## config.mk

```make
export PLATFORM = sky130hd
export DESIGN_NAME = hysteresis_rule_actuator_control_unit_flat
export DESIGN_NICKNAME = d
export VERILOG_FILES = /design/src/hdl/hrac_pkg.sv /design/src/hdl/hrac_req_if.sv /design/src/hdl/hrac_rsp_if.sv /design/src/hdl/hrac_csr.sv /design/src/hdl/hrac_eval.sv /design/src/hdl/hrac_rule.sv /design/src/hdl/hysteresis_rule_actuator_control_unit.sv /design/src/flat_wrapper.sv
export SDC_FILE = /design/constraint.sdc
export NUM_CORES = 1
export LEC_CHECK = 0
export BUFFER_PORTS_ARGS = -buffer_cell sky130_fd_sc_hd__buf_2
export CAP_MARGIN = 0
export CORE_MARGIN = 2
export CORE_UTILIZATION = 28
export DETAILED_ROUTE_END_ITERATION = 10
export GPL_ROUTABILITY_DRIVEN = 0
export PLACE_DENSITY = 0.41
export SETUP_SLACK_MARGIN = 0.3
export SLEW_MARGIN = 20
export SYNTH_ARGS = -nofsm -noshare
export SYNTH_HDL_FRONTEND = slang
export SYNTH_SLANG_ARGS = --single-unit
```

## constraint.sdc

```tcl
create_clock -name clock -period 6.12 [get_ports clock]
set_input_delay 1.224 -clock clock [delete_from_list [all_inputs] [get_ports clock]]
set_output_delay 1.224 -clock clock [all_outputs]
set_load 0.005 [all_outputs]
```

## src/hdl/hrac_pkg.sv

```systemverilog
// Shared types and constants for the hysteresis rule actuator control unit.
// No dependencies; hrac_csr, hrac_eval, hrac_rule and the top level refer to it by scoped names.
package hrac_pkg;

   // Width of the per-rule consecutive-sample counters (valid range 2 to 16).
   localparam int CNT_W = 8;
   localparam logic [CNT_W-1:0] CNT_MAX = {CNT_W{1'b1}};
   localparam int CONFIRM_W = 8;
   // Comparison width that holds both a counter and the confirm count.
   localparam int CMP_W = (CNT_W > CONFIRM_W) ? CNT_W : CONFIRM_W;

   localparam int NRULES = 4;
   localparam int RULE_TEMP = 0;
   localparam int RULE_CO2  = 1;
   localparam int RULE_SOIL = 2;
   localparam int RULE_HUM  = 3;

   localparam int CSR_IDX_W  = 3;
   localparam int CSR_DATA_W = 16;

   typedef enum logic [CSR_IDX_W-1:0] {
      CSR_AUTO_ENABLE   = 3'd0,
      CSR_TEMP_HIGH     = 3'd1,
      CSR_CO2_HIGH      = 3'd2,
      CSR_HUM_LOW       = 3'd3,
      CSR_TEMP_HYST     = 3'd4,
      CSR_CO2_HYST      = 3'd5,
      CSR_HUM_HYST      = 3'd6,
      CSR_CONFIRM_COUNT = 3'd7
   } csr_index_type;

   // Soil sensor codes; the other two codes mean no reading.
   localparam logic [1:0] SOIL_DRY = 2'd0;
   localparam logic [1:0] SOIL_WET = 2'd1;

   typedef struct packed {
      logic                        auto_enable;
      logic signed [11:0]          temp_high;
      logic [15:0]                 co2_high;
      logic [9:0]                  hum_low;
      logic [7:0]                  temp_hyst;
      logic [13:0]                 co2_hyst;
      logic [8:0]                  hum_hyst;
      logic [CONFIRM_W-1:0]        confirm_count;
   } cfg_type;

   typedef struct packed {
      logic               has_data;
      logic signed [11:0] temperature;
      logic               temp_valid;
      logic [15:0]        co2_ppm;
      logic               co2_valid;
      logic [9:0]         humidity;
      logic               hum_valid;
      logic [1:0]         soil_code;
   } sample_type;

   typedef struct packed {
      logic fan_on;
      logic pump_on;
      logic fan_changed;
      logic pump_changed;
      logic [NRULES-1:0] active_mask;
   } result_type;

   // Classification of one sample for one rule.
   typedef struct packed {
      logic over;
      logic safe;
   } rule_cmd_type;

   // Activity of one rule: registered value and value after this sample.
   typedef struct packed {
      logic active;
      logic active_next;
   } rule_stat_type;

endpackage

```

## src/hdl/hrac_req_if.sv

```systemverilog
// Input channel of the hysteresis rule actuator control unit: one sample per transaction.
// Depends on nothing else.
interface hrac_req_if;
   logic               valid;
   logic               ready;
   logic               has_data;
   logic signed [11:0] temperature;
   logic               temp_valid;
   logic [15:0]        co2_ppm;
   logic               co2_valid;
   logic [9:0]         humidity;
   logic               hum_valid;
   logic [1:0]         soil_code;

   modport source (output valid, has_data, temperature, temp_valid, co2_ppm, co2_valid,
                   humidity, hum_valid, soil_code, input ready);
   modport sink   (input valid, has_data, temperature, temp_valid, co2_ppm, co2_valid,
                   humidity, hum_valid, soil_code, output ready);
endinterface

```

## src/hdl/hrac_rsp_if.sv

```systemverilog
// Result channel of the hysteresis rule actuator control unit: one report of actuator
// changes per transaction. Depends on nothing else.
interface hrac_rsp_if;
   logic       valid;
   logic       ready;
   logic       fan_on;
   logic       pump_on;
   logic       fan_changed;
   logic       pump_changed;
   logic [3:0] active_mask;

   modport source (output valid, fan_on, pump_on, fan_changed, pump_changed, active_mask,
                   input ready);
   modport sink   (input valid, fan_on, pump_on, fan_changed, pump_changed, active_mask,
                   output ready);
endinterface

```

## src/hdl/hrac_csr.sv

```systemverilog
// Configuration register file for the hysteresis rule actuator control unit.
// Depends on hrac_pkg.
module hrac_csr (
   input  logic                                clock,
   input  logic                                reset,
   input  logic                                csr_we,
   input  logic [hrac_pkg::CSR_IDX_W-1:0]      csr_index,
   input  logic [hrac_pkg::CSR_DATA_W-1:0]     csr_wdata,
   output hrac_pkg::cfg_type                   cfg
);

   hrac_pkg::cfg_type cfg_ff, cfg_in;

   always_comb begin
      cfg_in = cfg_ff;
      if (csr_we) begin
         case (csr_index)
            hrac_pkg::CSR_AUTO_ENABLE:   cfg_in.auto_enable   = csr_wdata[0];
            hrac_pkg::CSR_TEMP_HIGH:     cfg_in.temp_high     = csr_wdata[11:0];
            hrac_pkg::CSR_CO2_HIGH:      cfg_in.co2_high      = csr_wdata[15:0];
            hrac_pkg::CSR_HUM_LOW:       cfg_in.hum_low       = csr_wdata[9:0];
            hrac_pkg::CSR_TEMP_HYST:     cfg_in.temp_hyst     = csr_wdata[7:0];
            hrac_pkg::CSR_CO2_HYST:      cfg_in.co2_hyst      = csr_wdata[13:0];
            hrac_pkg::CSR_HUM_HYST:      cfg_in.hum_hyst      = csr_wdata[8:0];
            hrac_pkg::CSR_CONFIRM_COUNT: cfg_in.confirm_count = csr_wdata[7:0];
            default:                     cfg_in = cfg_ff;
         endcase
      end
   end

   always_ff @(posedge clock) begin
      if (reset) begin
         cfg_ff.auto_enable   <= 1'b1;
         cfg_ff.temp_high     <= 12'sd300;
         cfg_ff.co2_high      <= 16'd1500;
         cfg_ff.hum_low       <= 10'd400;
         cfg_ff.temp_hyst     <= 8'd10;
         cfg_ff.co2_hyst      <= 14'd100;
         cfg_ff.hum_hyst      <= 9'd50;
         cfg_ff.confirm_count <= 8'd3;
      end else begin
         cfg_ff <= cfg_in;
      end
   end

   assign cfg = cfg_ff;

endmodule

```

## src/hdl/hrac_eval.sv

```systemverilog
// Threshold and hysteresis comparisons that classify one sample for each of the four rules.
// Depends on hrac_pkg.
module hrac_eval (
   input  hrac_pkg::sample_type   sample,
   input  hrac_pkg::cfg_type      cfg,
   output hrac_pkg::rule_cmd_type cmd [hrac_pkg::NRULES]
);

   logic signed [12:0] temp_safe_lim;
   logic [16:0]        co2_plus_hyst;
   logic [10:0]        hum_safe_lim;

   always_comb begin
      // Safe band lies hysteresis below the threshold; 13 bits hold the lowest limit.
      temp_safe_lim = 13'(cfg.temp_high) - $signed({5'd0, cfg.temp_hyst});
      // co2 <= high - hyst rewritten as co2 + hyst <= high, so a threshold below
      // the hysteresis simply never reports safe.
      co2_plus_hyst = {1'b0, sample.co2_ppm} + {3'd0, cfg.co2_hyst};
      hum_safe_lim  = {1'b0, cfg.hum_low} + {2'd0, cfg.hum_hyst};

      cmd[hrac_pkg::RULE_TEMP].over = sample.temp_valid && (sample.temperature >= cfg.temp_high);
      cmd[hrac_pkg::RULE_TEMP].safe = sample.temp_valid &&
                                      (13'(sample.temperature) <= temp_safe_lim);

      cmd[hrac_pkg::RULE_CO2].over  = sample.co2_valid && (sample.co2_ppm >= cfg.co2_high);
      cmd[hrac_pkg::RULE_CO2].safe  = sample.co2_valid &&
                                      (co2_plus_hyst <= {1'b0, cfg.co2_high});

      cmd[hrac_pkg::RULE_SOIL].over = (sample.soil_code == hrac_pkg::SOIL_DRY);
      cmd[hrac_pkg::RULE_SOIL].safe = (sample.soil_code == hrac_pkg::SOIL_WET);

      cmd[hrac_pkg::RULE_HUM].over  = sample.hum_valid && (sample.humidity < cfg.hum_low);
      cmd[hrac_pkg::RULE_HUM].safe  = sample.hum_valid &&
                                      ({1'b0, sample.humidity} >= hum_safe_lim);
   end

endmodule

```

## src/hdl/hrac_rule.sv

```systemverilog
// One rule: saturating over and safe counters with confirmation and the activity flag.
// Depends on hrac_pkg.
module hrac_rule (
   input  logic                                  clock,
   input  logic                                  reset,
   input  logic                                  update,
   input  hrac_pkg::rule_cmd_type                cmd,
   input  logic [hrac_pkg::CONFIRM_W-1:0]        confirm_count,
   output hrac_pkg::rule_stat_type               stat
);

   logic [hrac_pkg::CNT_W-1:0] over_ff, over_in, over_nx;
   logic [hrac_pkg::CNT_W-1:0] safe_ff, safe_in, safe_nx;
   logic                       active_ff, active_in, active_nx;
   logic [hrac_pkg::CMP_W-1:0] confirm_ext;

   always_comb begin
      over_nx     = over_ff;
      safe_nx     = safe_ff;
      active_nx   = active_ff;
      confirm_ext = hrac_pkg::CMP_W'(confirm_count);
      if (cmd.over) begin
         over_nx = (over_ff == hrac_pkg::CNT_MAX) ? over_ff
                                                  : over_ff + hrac_pkg::CNT_W'(1);
         safe_nx = '0;
      end else if (cmd.safe) begin
         safe_nx = (safe_ff == hrac_pkg::CNT_MAX) ? safe_ff
                                                  : safe_ff + hrac_pkg::CNT_W'(1);
         over_nx = '0;
      end
      // A sample that is neither over nor safe leaves activity alone.
      if (cmd.over || cmd.safe) begin
         if (!active_ff && (hrac_pkg::CMP_W'(over_nx) >= confirm_ext)) begin
            active_nx = 1'b1;
         end else if (active_ff && (hrac_pkg::CMP_W'(safe_nx) >= confirm_ext)) begin
            active_nx = 1'b0;
         end
      end
   end

   always_comb begin
      over_in   = update ? over_nx   : over_ff;
      safe_in   = update ? safe_nx   : safe_ff;
      active_in = update ? active_nx : active_ff;
   end

   always_ff @(posedge clock) begin
      if (reset) begin
         over_ff   <= '0;
         safe_ff   <= '0;
         active_ff <= 1'b0;
      end else begin
         over_ff   <= over_in;
         safe_ff   <= safe_in;
         active_ff <= active_in;
      end
   end

   assign stat.active      = active_ff;
   assign stat.active_next = active_nx;

endmodule

```

## src/hdl/hysteresis_rule_actuator_control_unit.sv

```systemverilog
// Hysteresis rule actuator control unit, top level.
// A sample passes through the sample register and, if it flips an actuator, the result register.
// Throughput: one sample per cycle while the result side keeps up; the sample register and
// the result register each take one transaction, and all four rules update together.
// Reset (synchronous, active high) clears counters, rule flags, actuator states and both
// handshake stages, and loads the configuration registers with their default values.
module hysteresis_rule_actuator_control_unit (
   input  logic                            clock,
   input  logic                            reset,
   hrac_req_if.sink                        req_bus,
   hrac_rsp_if.source                      rsp_bus,
   input  logic                            csr_we,
   input  logic [hrac_pkg::CSR_IDX_W-1:0]  csr_index,
   input  logic [hrac_pkg::CSR_DATA_W-1:0] csr_wdata
);

   // ------------------------------------------------------------------
   // Configuration registers. Writes must arrive only while the unit is idle; the
   // block does not enforce this, and the rule logic reads them directly.
   // ------------------------------------------------------------------
   hrac_pkg::cfg_type cfg;

   hrac_csr u_csr (
      .clock     (clock),
      .reset     (reset),
      .csr_we    (csr_we),
      .csr_index (csr_index),
      .csr_wdata (csr_wdata),
      .cfg       (cfg)
   );

   // ------------------------------------------------------------------
   // Sample register. A transaction is taken whenever the register is empty
   // or its content moves on in this same cycle.
   // ------------------------------------------------------------------
   logic                 smp_valid_ff, smp_valid_in;
   hrac_pkg::sample_type smp_ff, smp_in;
   logic                 advance;
   logic                 req_fire;

   // Result register.
   logic                 res_valid_ff, res_valid_in;
   hrac_pkg::result_type res_ff, res_in;

   // Actuator states as last reported.
   logic fan_ff, fan_in;
   logic pump_ff, pump_in;

   // The sample in the register is evaluated when the result register can take
   // whatever it produces: empty, or drained at this edge.
   assign advance  = smp_valid_ff && (!res_valid_ff || rsp_bus.ready);
   assign req_bus.ready = !smp_valid_ff || advance;
   assign req_fire = req_bus.valid && req_bus.ready;

   always_comb begin
      smp_in.has_data    = req_bus.has_data;
      smp_in.temperature = req_bus.temperature;
      smp_in.temp_valid  = req_bus.temp_valid;
      smp_in.co2_ppm     = req_bus.co2_ppm;
      smp_in.co2_valid   = req_bus.co2_valid;
      smp_in.humidity    = req_bus.humidity;
      smp_in.hum_valid   = req_bus.hum_valid;
      smp_in.soil_code   = req_bus.soil_code;
      if (req_fire) begin
         smp_valid_in = 1'b1;
      end else if (advance) begin
         smp_valid_in = 1'b0;
      end else begin
         smp_valid_in = smp_valid_ff;
      end
   end

   // ------------------------------------------------------------------
   // Rule evaluation. In manual mode, or when the sample carries no snapshot,
   // the sample is consumed without touching any state.
   // ------------------------------------------------------------------
   hrac_pkg::rule_cmd_type  cmd  [hrac_pkg::NRULES];
   hrac_pkg::rule_stat_type stat [hrac_pkg::NRULES];
   logic                    rule_update;
   logic [hrac_pkg::NRULES-1:0] act_next;

   assign rule_update = advance && cfg.auto_enable && smp_ff.has_data;

   hrac_eval u_eval (
      .sample (smp_ff),
      .cfg    (cfg),
      .cmd    (cmd)
   );

   for (genvar r = 0; r < hrac_pkg::NRULES; r++) begin : g_rule
      hrac_rule u_rule (
         .clock         (clock),
         .reset         (reset),
         .update        (rule_update),
         .cmd           (cmd[r]),
         .confirm_count (cfg.confirm_count),
         .stat          (stat[r])
      );
      assign act_next[r] = stat[r].active_next;
   end

   // ------------------------------------------------------------------
   // Actuator combination and change detection. The fan follows the
   // temperature and CO2 rules, the pump the soil and humidity rules; a
   // result transaction is produced only when one of them flips.
   // ------------------------------------------------------------------
   logic fan_nx, pump_nx, emit;

   always_comb begin
      fan_nx  = act_next[hrac_pkg::RULE_TEMP] || act_next[hrac_pkg::RULE_CO2];
      pump_nx = act_next[hrac_pkg::RULE_SOIL] || act_next[hrac_pkg::RULE_HUM];
      emit    = rule_update && ((fan_nx != fan_ff) || (pump_nx != pump_ff));

      res_in.fan_on       = fan_nx;
      res_in.pump_on      = pump_nx;
      res_in.fan_changed  = (fan_nx != fan_ff);
      res_in.pump_changed = (pump_nx != pump_ff);
      res_in.active_mask  = act_next;

      fan_in  = emit ? fan_nx  : fan_ff;
      pump_in = emit ? pump_nx : pump_ff;

      if (advance) begin
         res_valid_in = emit;
      end else if (rsp_bus.ready) begin
         res_valid_in = 1'b0;
      end else begin
         res_valid_in = res_valid_ff;
      end
   end

   always_ff @(posedge clock) begin
      if (reset) begin
         smp_valid_ff <= 1'b0;
         res_valid_ff <= 1'b0;
         fan_ff       <= 1'b0;
         pump_ff      <= 1'b0;
      end else begin
         smp_valid_ff <= smp_valid_in;
         res_valid_ff <= res_valid_in;
         fan_ff       <= fan_in;
         pump_ff      <= pump_in;
      end
   end

   // Payload registers load without reset.
   always_ff @(posedge clock) begin
      if (req_fire) begin
         smp_ff <= smp_in;
      end
      if (emit) begin
         res_ff <= res_in;
      end
   end

   assign rsp_bus.valid        = res_valid_ff;
   assign rsp_bus.fan_on       = res_ff.fan_on;
   assign rsp_bus.pump_on      = res_ff.pump_on;
   assign rsp_bus.fan_changed  = res_ff.fan_changed;
   assign rsp_bus.pump_changed = res_ff.pump_changed;
   assign rsp_bus.active_mask  = res_ff.active_mask;

   // ------------------------------------------------------------------
   // Assertions
   // ------------------------------------------------------------------

   // Every result transaction reports at least one actuator flip.
   a_result_has_change : assert property (@(posedge clock) disable iff (reset)
      rsp_bus.valid |-> (rsp_bus.fan_changed || rsp_bus.pump_changed))
      else $error("result transaction without an actuator change");

   // A pending result matches the recorded actuator states.
   a_result_tracks_state : assert property (@(posedge clock) disable iff (reset)
      rsp_bus.valid |-> ((rsp_bus.fan_on == fan_ff) && (rsp_bus.pump_on == pump_ff)))
      else $error("pending result disagrees with actuator state");

   // Fan and pump in a result are the OR of their rule groups in the mask.
   a_result_mask_consistent : assert property (@(posedge clock) disable iff (reset)
      rsp_bus.valid |-> ((rsp_bus.fan_on == (rsp_bus.active_mask[0] || rsp_bus.active_mask[1]))
                      && (rsp_bus.pump_on == (rsp_bus.active_mask[2] || rsp_bus.active_mask[3]))))
      else $error("result actuator bits disagree with active mask");

   // Rule state only moves for a held sample that can hand off its result.
   a_update_needs_room : assert property (@(posedge clock) disable iff (reset)
      rule_update |-> (smp_valid_ff && (!res_valid_ff || rsp_bus.ready)))
      else $error("rule update without a sample or result room");

endmodule
```

## src/flat_wrapper.sv

```systemverilog
// flat-port wrapper written by rule: the top's interface ports become plain ports
module hysteresis_rule_actuator_control_unit_flat 
  (clock, reset, csr_we, csr_index, csr_wdata, req_bus_valid, req_bus_has_data, req_bus_temperature, req_bus_temp_valid, req_bus_co2_ppm, req_bus_co2_valid, req_bus_humidity, req_bus_hum_valid, req_bus_soil_code, req_bus_ready, rsp_bus_valid, rsp_bus_fan_on, rsp_bus_pump_on, rsp_bus_fan_changed, rsp_bus_pump_changed, rsp_bus_active_mask, rsp_bus_ready);
  hrac_req_if req_bus_i ();
  hrac_rsp_if rsp_bus_i ();
  input  logic clock;
  input  logic reset;
  input  logic csr_we;
  input  logic [hrac_pkg::CSR_IDX_W-1:0] csr_index;
  input  logic [hrac_pkg::CSR_DATA_W-1:0] csr_wdata;
  input wire logic [$bits(req_bus_i.valid)-1:0] req_bus_valid;
  input wire logic [$bits(req_bus_i.has_data)-1:0] req_bus_has_data;
  input wire logic [$bits(req_bus_i.temperature)-1:0] req_bus_temperature;
  input wire logic [$bits(req_bus_i.temp_valid)-1:0] req_bus_temp_valid;
  input wire logic [$bits(req_bus_i.co2_ppm)-1:0] req_bus_co2_ppm;
  input wire logic [$bits(req_bus_i.co2_valid)-1:0] req_bus_co2_valid;
  input wire logic [$bits(req_bus_i.humidity)-1:0] req_bus_humidity;
  input wire logic [$bits(req_bus_i.hum_valid)-1:0] req_bus_hum_valid;
  input wire logic [$bits(req_bus_i.soil_code)-1:0] req_bus_soil_code;
  output wire logic [$bits(req_bus_i.ready)-1:0] req_bus_ready;
  output wire logic [$bits(rsp_bus_i.valid)-1:0] rsp_bus_valid;
  output wire logic [$bits(rsp_bus_i.fan_on)-1:0] rsp_bus_fan_on;
  output wire logic [$bits(rsp_bus_i.pump_on)-1:0] rsp_bus_pump_on;
  output wire logic [$bits(rsp_bus_i.fan_changed)-1:0] rsp_bus_fan_changed;
  output wire logic [$bits(rsp_bus_i.pump_changed)-1:0] rsp_bus_pump_changed;
  output wire logic [$bits(rsp_bus_i.active_mask)-1:0] rsp_bus_active_mask;
  input wire logic [$bits(rsp_bus_i.ready)-1:0] rsp_bus_ready;
  assign req_bus_i.valid = req_bus_valid;
  assign req_bus_i.has_data = req_bus_has_data;
  assign req_bus_i.temperature = req_bus_temperature;
  assign req_bus_i.temp_valid = req_bus_temp_valid;
  assign req_bus_i.co2_ppm = req_bus_co2_ppm;
  assign req_bus_i.co2_valid = req_bus_co2_valid;
  assign req_bus_i.humidity = req_bus_humidity;
  assign req_bus_i.hum_valid = req_bus_hum_valid;
  assign req_bus_i.soil_code = req_bus_soil_code;
  assign req_bus_ready = req_bus_i.ready;
  assign rsp_bus_valid = rsp_bus_i.valid;
  assign rsp_bus_fan_on = rsp_bus_i.fan_on;
  assign rsp_bus_pump_on = rsp_bus_i.pump_on;
  assign rsp_bus_fan_changed = rsp_bus_i.fan_changed;
  assign rsp_bus_pump_changed = rsp_bus_i.pump_changed;
  assign rsp_bus_active_mask = rsp_bus_i.active_mask;
  assign rsp_bus_i.ready = rsp_bus_ready;
  hysteresis_rule_actuator_control_unit u_core (.clock(clock), .reset(reset), .req_bus(req_bus_i), .rsp_bus(rsp_bus_i), .csr_we(csr_we), .csr_index(csr_index), .csr_wdata(csr_wdata));
endmodule
```

==> results by group, run 1 <==
STA
  • Relative slew slack: 29.8%
  • Fin crit share: 99.2%
  • FMAX: 0.165 GHz
  • Fin. max-slew vios: 0
  • Final Hold Violating Endpoints: 0
  • # setup viols final: 0
  • Period minus WS final: 6.07 ns
  • Fin Hold WS: 0.455 ns
  • Slew at the pin closest to its max-slew limit: 1.05 ns
  • RSZ-0062 raised after global routing: true
  • Final Skew: 0.0182 ns

GRT
  • Initial antenna violation count: 0
  • Tot GR Track Use: 15.9%
  • Grt total ovfl: 0
  • First-pass GRT wire length: 61000 µm
  • Vias in the first global route: 11200
  • Largest net degree at the start of global routing: 72

Worst setup path
  • Cell count along the critical path: 31
  • Reg2Reg Depth: 31
  • Slowest CP cell: a311o_2
  • Max incr delay on CP: 0.42 ns
  • Crit path top cell by count: a21oi_2
  • Crit-path max FO: 8
  • Crit start category: flip-flop
  • Setup crit end kind: flip-flop
  • WS Path Type: flip-flop to flip-flop
  • CP arrival: 6.34 ns
  • Top delay family on crit path: compound AO/OA/AOI/OAI gates
  • WP data required: 6.39 ns
  • CP Buf/Inv Count: 3

Synthesis
  • Synth warn: 0
  • Ys flop type: dfxtp_1
  • Seq/Total Area, Yosys: 34.7%
  • Share of flip-flops with an asynchronous set or reset: 0%
  • Mapped Cells: 1573
  • Cell area after synthesis: 13100 µm²
  • Netlist cell types: 62
  • EDFF count, synth: 52
  • Synthesized Nets: 1823
  • Post-synthesis area per instance: 8.35 µm²
  • Yosys reg bits: 202

Final layout
  • Commonest non-fill, non-tap cell in the layout: nand2_1
  • Antenna diodes: 0
  • P&R area growth vs syn: 21.1%
  • Nets@finish: 1938
  • Fillers: 4929
  • Share of layout cells above drive strength 1: 16.1%
  • Most frequent cells in the layout: 249 x nand2_1, 175 x ha_1, 163 x a21oi_1, 149 x dfxtp_1, 127 x nor2_1

Power and ir drop
  • Pwr per Cell Area: 227 nW/µm²
  • Leak: 6.47 nW
  • Worst vdd ir: 0.204 mV
  • Total power: 0.00362 W

Clocking
  • Num Clock Sinks: 202
  • Clock-pin slew of the registers on the worst-case setup and hold paths: 0.06 ns
  • Total CTS buffers: 27
  • CTS max path bufs: 3
  • Htree depth: 1
  • Skew-Pair Late Insertion Delay: 0.57 ns
  • Root buf cell: clkbuf_16
  • TritonCTS clock tree: built

Worst hold path
  • Hold depth: 2
  • Worst min path class: flip-flop to flip-flop

Die
  • Die height: 221 µm
  • Core Area: 46500 µm²
  • # IOs: 78
  • Initial Utilization: 28.3%
  • Die Area: 48700 µm²
  • Core Rows: 79
  • Die X-Extent: 221 µm

Outcome
  • Outcome: finished, final reports clean

Placement
  • DP Wirelength: 26800 µm
  • Port Buf Inserts: 77

Drt
  • DR top layer: met4
  • DRT iter0 DRCs: 489
  • Met2 wire len: 16900 µm
  • WL met1: 19300 µm
  • Via count: 11300
  • Drt via density: 4.89
  • Antenna violation net count after detailed routing: 0
  • DRC: 0
  • WL met3: 1060 µm
  • WL per Instance: 16.5 µm
  • Drt total wl: 38200 µm
  • First-pass detailed-route iteration total: 5

Job
  • Maxcap violations: 0
registers in the layout (all words and copies together), names as in the netlist:
signal and flops:
u_core.rsp_bus.fan_changed 1, u_core.pump_ff 1, u_core.rsp_bus.pump_changed 1, u_core.smp_valid_ff 1
u_core.g_rule.u_rule.over_ff 32, u_core.smp_ff 44, u_core.rsp_bus.valid 1, u_core.rsp_bus.active_mask 4
u_core.u_csr.cfg 78, u_core.fan_ff 1, u_core.g_rule.u_rule.safe_ff 32, u_core.g_rule.u_rule.active_ff 4
u_core.rsp_bus.fan_on 1, u_core.rsp_bus.pump_on 1
worst min-delay path: cells and delay by family (launching register included):
family | cells | cell delay [ns]
flops | 1 | 0.31
simple gates | 1 | 0.05
compound gates | 1 | 0.05
kinds of logic after synthesis:
| logic type | synth area share (%) |
|---|---|
| AOI/OAI and AO/OA | 18.2 |
| xor gates and xnor gates | 3.53 |
| adders and majority gates | 17.5 |
| buffers and inverters | 4.15 |
| DFF | 34.7 |
| muxes | 1.25 |
| and+or+nand+nor | 20.6 |
per-layer routing:
layer	vias to the layer above	track usage [%]
met5	-	0
met4	0	4.33
met3	48	1.90
met2	128	25.8
met1	5305	22.1
li1	5841	-
power by group:
group	switching (W)	internal [W]	leakage, nW
Sequential	0.0000360	0.00142	1.72
Clock	0.000647	0.000960	0.452
Combinational	0.000315	0.000243	4.30
Total	0.000997	0.00262	6.47
cells in the mapped netlist (4+ instances only):
| library cell | count | area (µm²) |
|---|---|---|
| a2111oi_0 | 5 | 43.8 |
| a211o_1 | 17 | 149 |
| a211oi_1 | 19 | 143 |
| a21o_1 | 31 | 233 |
| a21oi_1 | 186 | 931 |
| a22o_1 | 4 | 35.0 |
| a311oi_1 | 7 | 61.3 |
| a31oi_1 | 8 | 50.1 |
| and3_1 | 11 | 68.8 |
| and4_1 | 7 | 61.3 |
| buf_1 | 5 | 18.8 |
| clkbuf_1 | 46 | 173 |
| dfxtp_1 | 150 | 3000 |
| edfxtp_1 | 52 | 1560 |
| ha_1 | 179 | 2240 |
| inv_1 | 93 | 349 |
| mux2i_1 | 13 | 130 |
| nand2_1 | 250 | 938 |
| nand2b_1 | 26 | 163 |
| nand3_1 | 39 | 195 |
| nand3b_1 | 13 | 97.6 |
| nand4_1 | 18 | 113 |
| nor2_1 | 129 | 484 |
| nor2b_1 | 19 | 119 |
| nor3_1 | 35 | 175 |
| nor4_1 | 6 | 37.5 |
| o211ai_1 | 6 | 45.0 |
| o21a_1 | 11 | 82.6 |
| o21ai_0 | 48 | 240 |
| o21bai_1 | 6 | 45.0 |
| o31a_1 | 4 | 35.0 |
| or2_2 | 9 | 56.3 |
| or3_1 | 20 | 125 |
| xnor2_1 | 33 | 289 |
| xor2_1 | 20 | 175 |
path summary, 6_finish.rpt:
path	slack, ns	from	to
setup reg to reg	0.05	u_core.smp_ff[14]$_DFFE_PP_	u_core.rsp_bus.active_mask[0]$_DFFE_PP_
setup / recovery	0.05	u_core.smp_ff[14]$_DFFE_PP_	u_core.rsp_bus.active_mask[0]$_DFFE_PP_
hold / removal	0.45	u_core.u_csr.cfg[38]$_SDFFE_PP0P_	u_core.u_csr.cfg[38]$_SDFFE_PP0P_
hold reg to reg	0.45	u_core.u_csr.cfg[38]$_SDFFE_PP0P_	u_core.u_csr.cfg[38]$_SDFFE_PP0P_
cell type report:
cell class              count  area, µm²  area share [%]
multi-input cells        1226       8460            53.1
flip-flops and latches    202       4570            28.7
repair buffers            138        888            5.58
clock buffers              33        759            4.77
well taps                 607        759            4.77
inverters                  93        349            2.19
clock inverters            17        138           0.865
timing repair:
action / in CTS / in global routing
hold buffers: 0 / 0
pin swaps: 8 / 34
resized for setup: 21 / 59
cloned: 1 / 0
buffers inserted: 5 / 21
endpoints found under the setup margin: 15 / 21
per-stage QoR:
stage	setup WS [ns]	std cells	instance area [µm²]	utilization (%)	setup TNS (ns)
after detailed placement	-0.150	2239	14500	31.1	-1.20
final	0.0495	2316	15900	34.3	0
after global placement	-0.0561	2239	14500	31.1	-0.448
after CTS	0.0374	2295	15500	33.4	0
after floorplan	0.307	1573	13200	-	0
after global routing	-0.338	2316	15900	34.3	-3.20
Note: power is estimated with default switching activity, not from simulation.
==> inputs of run 2 (changes only) <==
CORE_UTILIZATION = 50   (was 28)
PLACE_DENSITY = 0.79   (was 0.41)
SKIP_LAST_GASP = 1   (was not set)
==> results by group, run 2 (synthesized netlist as in run 1, its figures left out) <==
Outcome
  • Outcome: finished, final reports clean (unchanged)

STA
  • Fin crit share: 99.7% (was 99.2%)
  • Total negative slack: 0 ns (unchanged)
  • Slew at the pin closest to its max-slew limit: 1.04 ns (was 1.05 ns)
  • Final Hold Violating Endpoints: 0 (unchanged)
  • Relative slew slack: 30.5% (was 29.8%)
  • Fin worst setup slack: 0.0182 ns (was 0.0495 ns)
  • FMAX: 0.164 GHz (was 0.165 GHz)
  • # setup viols final: 0 (unchanged)
  • Period minus WS final: 6.10 ns (was 6.07 ns)
  • RSZ-0062 raised after global routing: true (unchanged)
  • Fin. max-slew vios: 0 (unchanged)
  • Final Skew: 0.0218 ns (was 0.0182 ns)

Die
  • Die height: 166 µm (was 221 µm)
  • Die Area: 27600 µm² (was 48700 µm²)
  • Core Rows: 59 (was 79)
  • Die X-Extent: 166 µm (was 221 µm)
  • Initial Utilization: 50.7% (was 28.3%)
  • # IOs: 78 (unchanged)
  • Core Area: 25900 µm² (was 46500 µm²)

Drt
  • Drt total wl: 34100 µm (was 38200 µm)
  • DRT iter0 DRCs: 768 (was 489)
  • Drt via density: 5.77 (was 4.89)
  • Via count: 11800 (was 11300)
  • First-pass detailed-route iteration total: 6 (was 5)
  • DRC: 0 (unchanged)
  • WL per Instance: 16.7 µm (was 16.5 µm)
  • Antenna violation net count after detailed routing: 0 (unchanged)

Power and ir drop
  • Switching power: 0.000925 W (was 0.000997 W)
  • Pint: 0.00249 W (was 0.00262 W)
  • Logic pwr share: 16.4% (was 15.4%)
  • Leak: 6.39 nW (was 6.47 nW)
  • Worst vdd ir: 0.251 mV (was 0.204 mV)
  • Sequential share of power: 42.4% (was 40.1%)
  • Pwr per Cell Area: 221 nW/µm² (was 227 nW/µm²)
  • Total power: 0.00342 W (was 0.00362 W)
  • Clock share of power: 41.1% (was 44.4%)
  • Sw frac: 27.1% (was 27.6%)

Worst setup path
  • Reg-to-reg setup timing slack: 0.02 ns (was 0.05 ns)
  • CP arrival: 6.33 ns (was 6.34 ns)
  • Setup crit end kind: flip-flop (unchanged)
  • Top delay family on crit path: compound AO/OA/AOI/OAI gates (unchanged)
  • WP data required: 6.35 ns (was 6.39 ns)
  • Crit-path max FO: 8 (unchanged)
  • WS Path Type: flip-flop to flip-flop (unchanged)
  • CP Buf/Inv Count: 3 (unchanged)
  • Crit path top cell by count: a21oi_2 (unchanged)
  • Slowest CP cell: ha_2 (was a311o_2)
  • Max incr delay on CP: 0.42 ns (about the same)
  • Crit start category: flip-flop (unchanged)

Clocking
  • Root buf cell: clkbuf_16 (unchanged)
  • Htree depth: 1 (unchanged)
  • Total CTS buffers: 24 (was 27)
  • CTS max path bufs: 3 (unchanged)
  • TritonCTS clock tree: built (unchanged)
  • Skew-Pair Late Insertion Delay: 0.53 ns (was 0.57 ns)
  • CTS Hold Buffers Added: 0 (unchanged)
  • Num Clock Sinks: 202 (unchanged)
  • Clock-pin slew of the registers on the worst-case setup and hold paths: 0.06 ns (about the same)

GRT
  • Initial antenna violation count: 2 (was 0)
  • Tot GR Track Use: 23.6% (was 15.9%)
  • Grt total ovfl: 0 (unchanged)
  • Largest net degree at the start of global routing: 86 (was 72)
  • First-pass GRT wire length: 55200 µm (was 61000 µm)
  • Vias in the first global route: 11500 (was 11200)

Final layout
  • Flip-flop count of the largest register after layout: 78 (unchanged)
  • Post-layout util: 59.7% (was 34.3%)
  • Most frequent cells in the layout: 249 x nand2_1, 172 x ha_1, 166 x a21oi_1, 147 x dfxtp_1, 125 x nor2_1 (was 249 x nand2_1, 175 x ha_1, 163 x a21oi_1, 149 x dfxtp_1, 127 x nor2_1)
  • Nets@finish: 1936 (was 1938)
  • Share of layout cells above drive strength 1: 15.7% (was 16.1%)
  • P&R area growth vs syn: 17.6% (was 21.1%)
  • Commonest non-fill, non-tap cell in the layout: nand2_1 (unchanged)
  • Final instance area: 15500 µm² (was 15900 µm²)

Placement
  • Placed inst area: 14000 µm² (was 14500 µm²)
  • Place WS: -0.216 ns (was -0.150 ns)
  • DP Wirelength: 23100 µm (was 26800 µm)
  • Port Buf Inserts: 77 (unchanged)

Job
  • Maxcap violations: 0 (unchanged)

Worst hold path
  • Worst min path class: flip-flop to flip-flop (unchanged)
==> run 2: metrics by stage <==
| step | hold slack (ns) | instances |
|---|---|---|
| after floorplan | 0.436 | 1573 |
| after global placement | 0.442 | 1956 |
| after detailed placement | 0.447 | 1956 |
| after CTS | 0.455 | 2027 |
| after global routing | 0.470 | 2041 |
| final | 0.453 | 2041 |
==> run 2: metal layers <==
metal | vias to the layer above | share of wire, % | global-route usage, %
met5 | - | 0 | 0
li1 | 5823 | - | -
met2 | 309 | 47 | 40.0
met3 | 98 | 5.0 | 3.12
met4 | 0 | 3.9 | 10.2
met1 | 5553 | 44 | 30.3
==> run 2: final cells by class <==
type | count | area (µm²)
fill | 2186 | 10500
multi-input combinational | 1226 | 8460
clock inverter | 10 | 91.3
timing repair buffer | 139 | 877
sequential | 202 | 4570
antenna | 2 | 5.00
clock buffer | 34 | 689
inverter | 93 | 349
tap | 335 | 419
==> run 2: what timing repair did <==
item                       4_1_cts  5_1_grt
pin swaps                       41       22
gates resized for setup         39       39
setup endpoints to repair       13       19
gates cloned                     0        0
setup buffers                   27       12
==> run 2: worst paths after layout <==
check / start / endpoint / depth (start not counted)
setup / recovery: u_core.u_csr.cfg[65]$_SDFFE_PP0P_ / u_core.rsp_bus.fan_changed$_DFFE_PP_ / 31
setup reg to reg: u_core.u_csr.cfg[65]$_SDFFE_PP0P_ / u_core.rsp_bus.fan_changed$_DFFE_PP_ / 31
hold / removal: u_core.u_csr.cfg[50]$_SDFFE_PP0P_ / u_core.u_csr.cfg[50]$_SDFFE_PP0P_ / 2
hold reg to reg: u_core.u_csr.cfg[50]$_SDFFE_PP0P_ / u_core.u_csr.cfg[50]$_SDFFE_PP0P_ / 2
==> run 2: power groups by stage <==
| stage | Combinational (W) | Clock, W | Sequential [W] |
|---|---|---|---|
| 6_report | 0.000561 | 0.00141 | 0.00145 |
| 5_1_grt | 0.000620 | 0.00150 | 0.00145 |
| 4_1_cts | 0.000520 | 0.00143 | 0.00145 |
| 3_5_place_dp | 0.000472 | 0 | 0.00148 |
| 3_3_place_gp | 0.000455 | 0 | 0.00148 |
| 2_1_floorplan | 0.000332 | 0 | 0.00146 |
==> run 2: worst register-to-register path: cells and delay by family (launching register included) <==
family	cells	cell delay (ns)
buf+inv	3	0.23
simple gates	6	0.85
flops	1	0.32
xor+xnor	1	0.16
compound gates	16	2.85
fa+ha+maj	4	1.10
mux	1	0.29
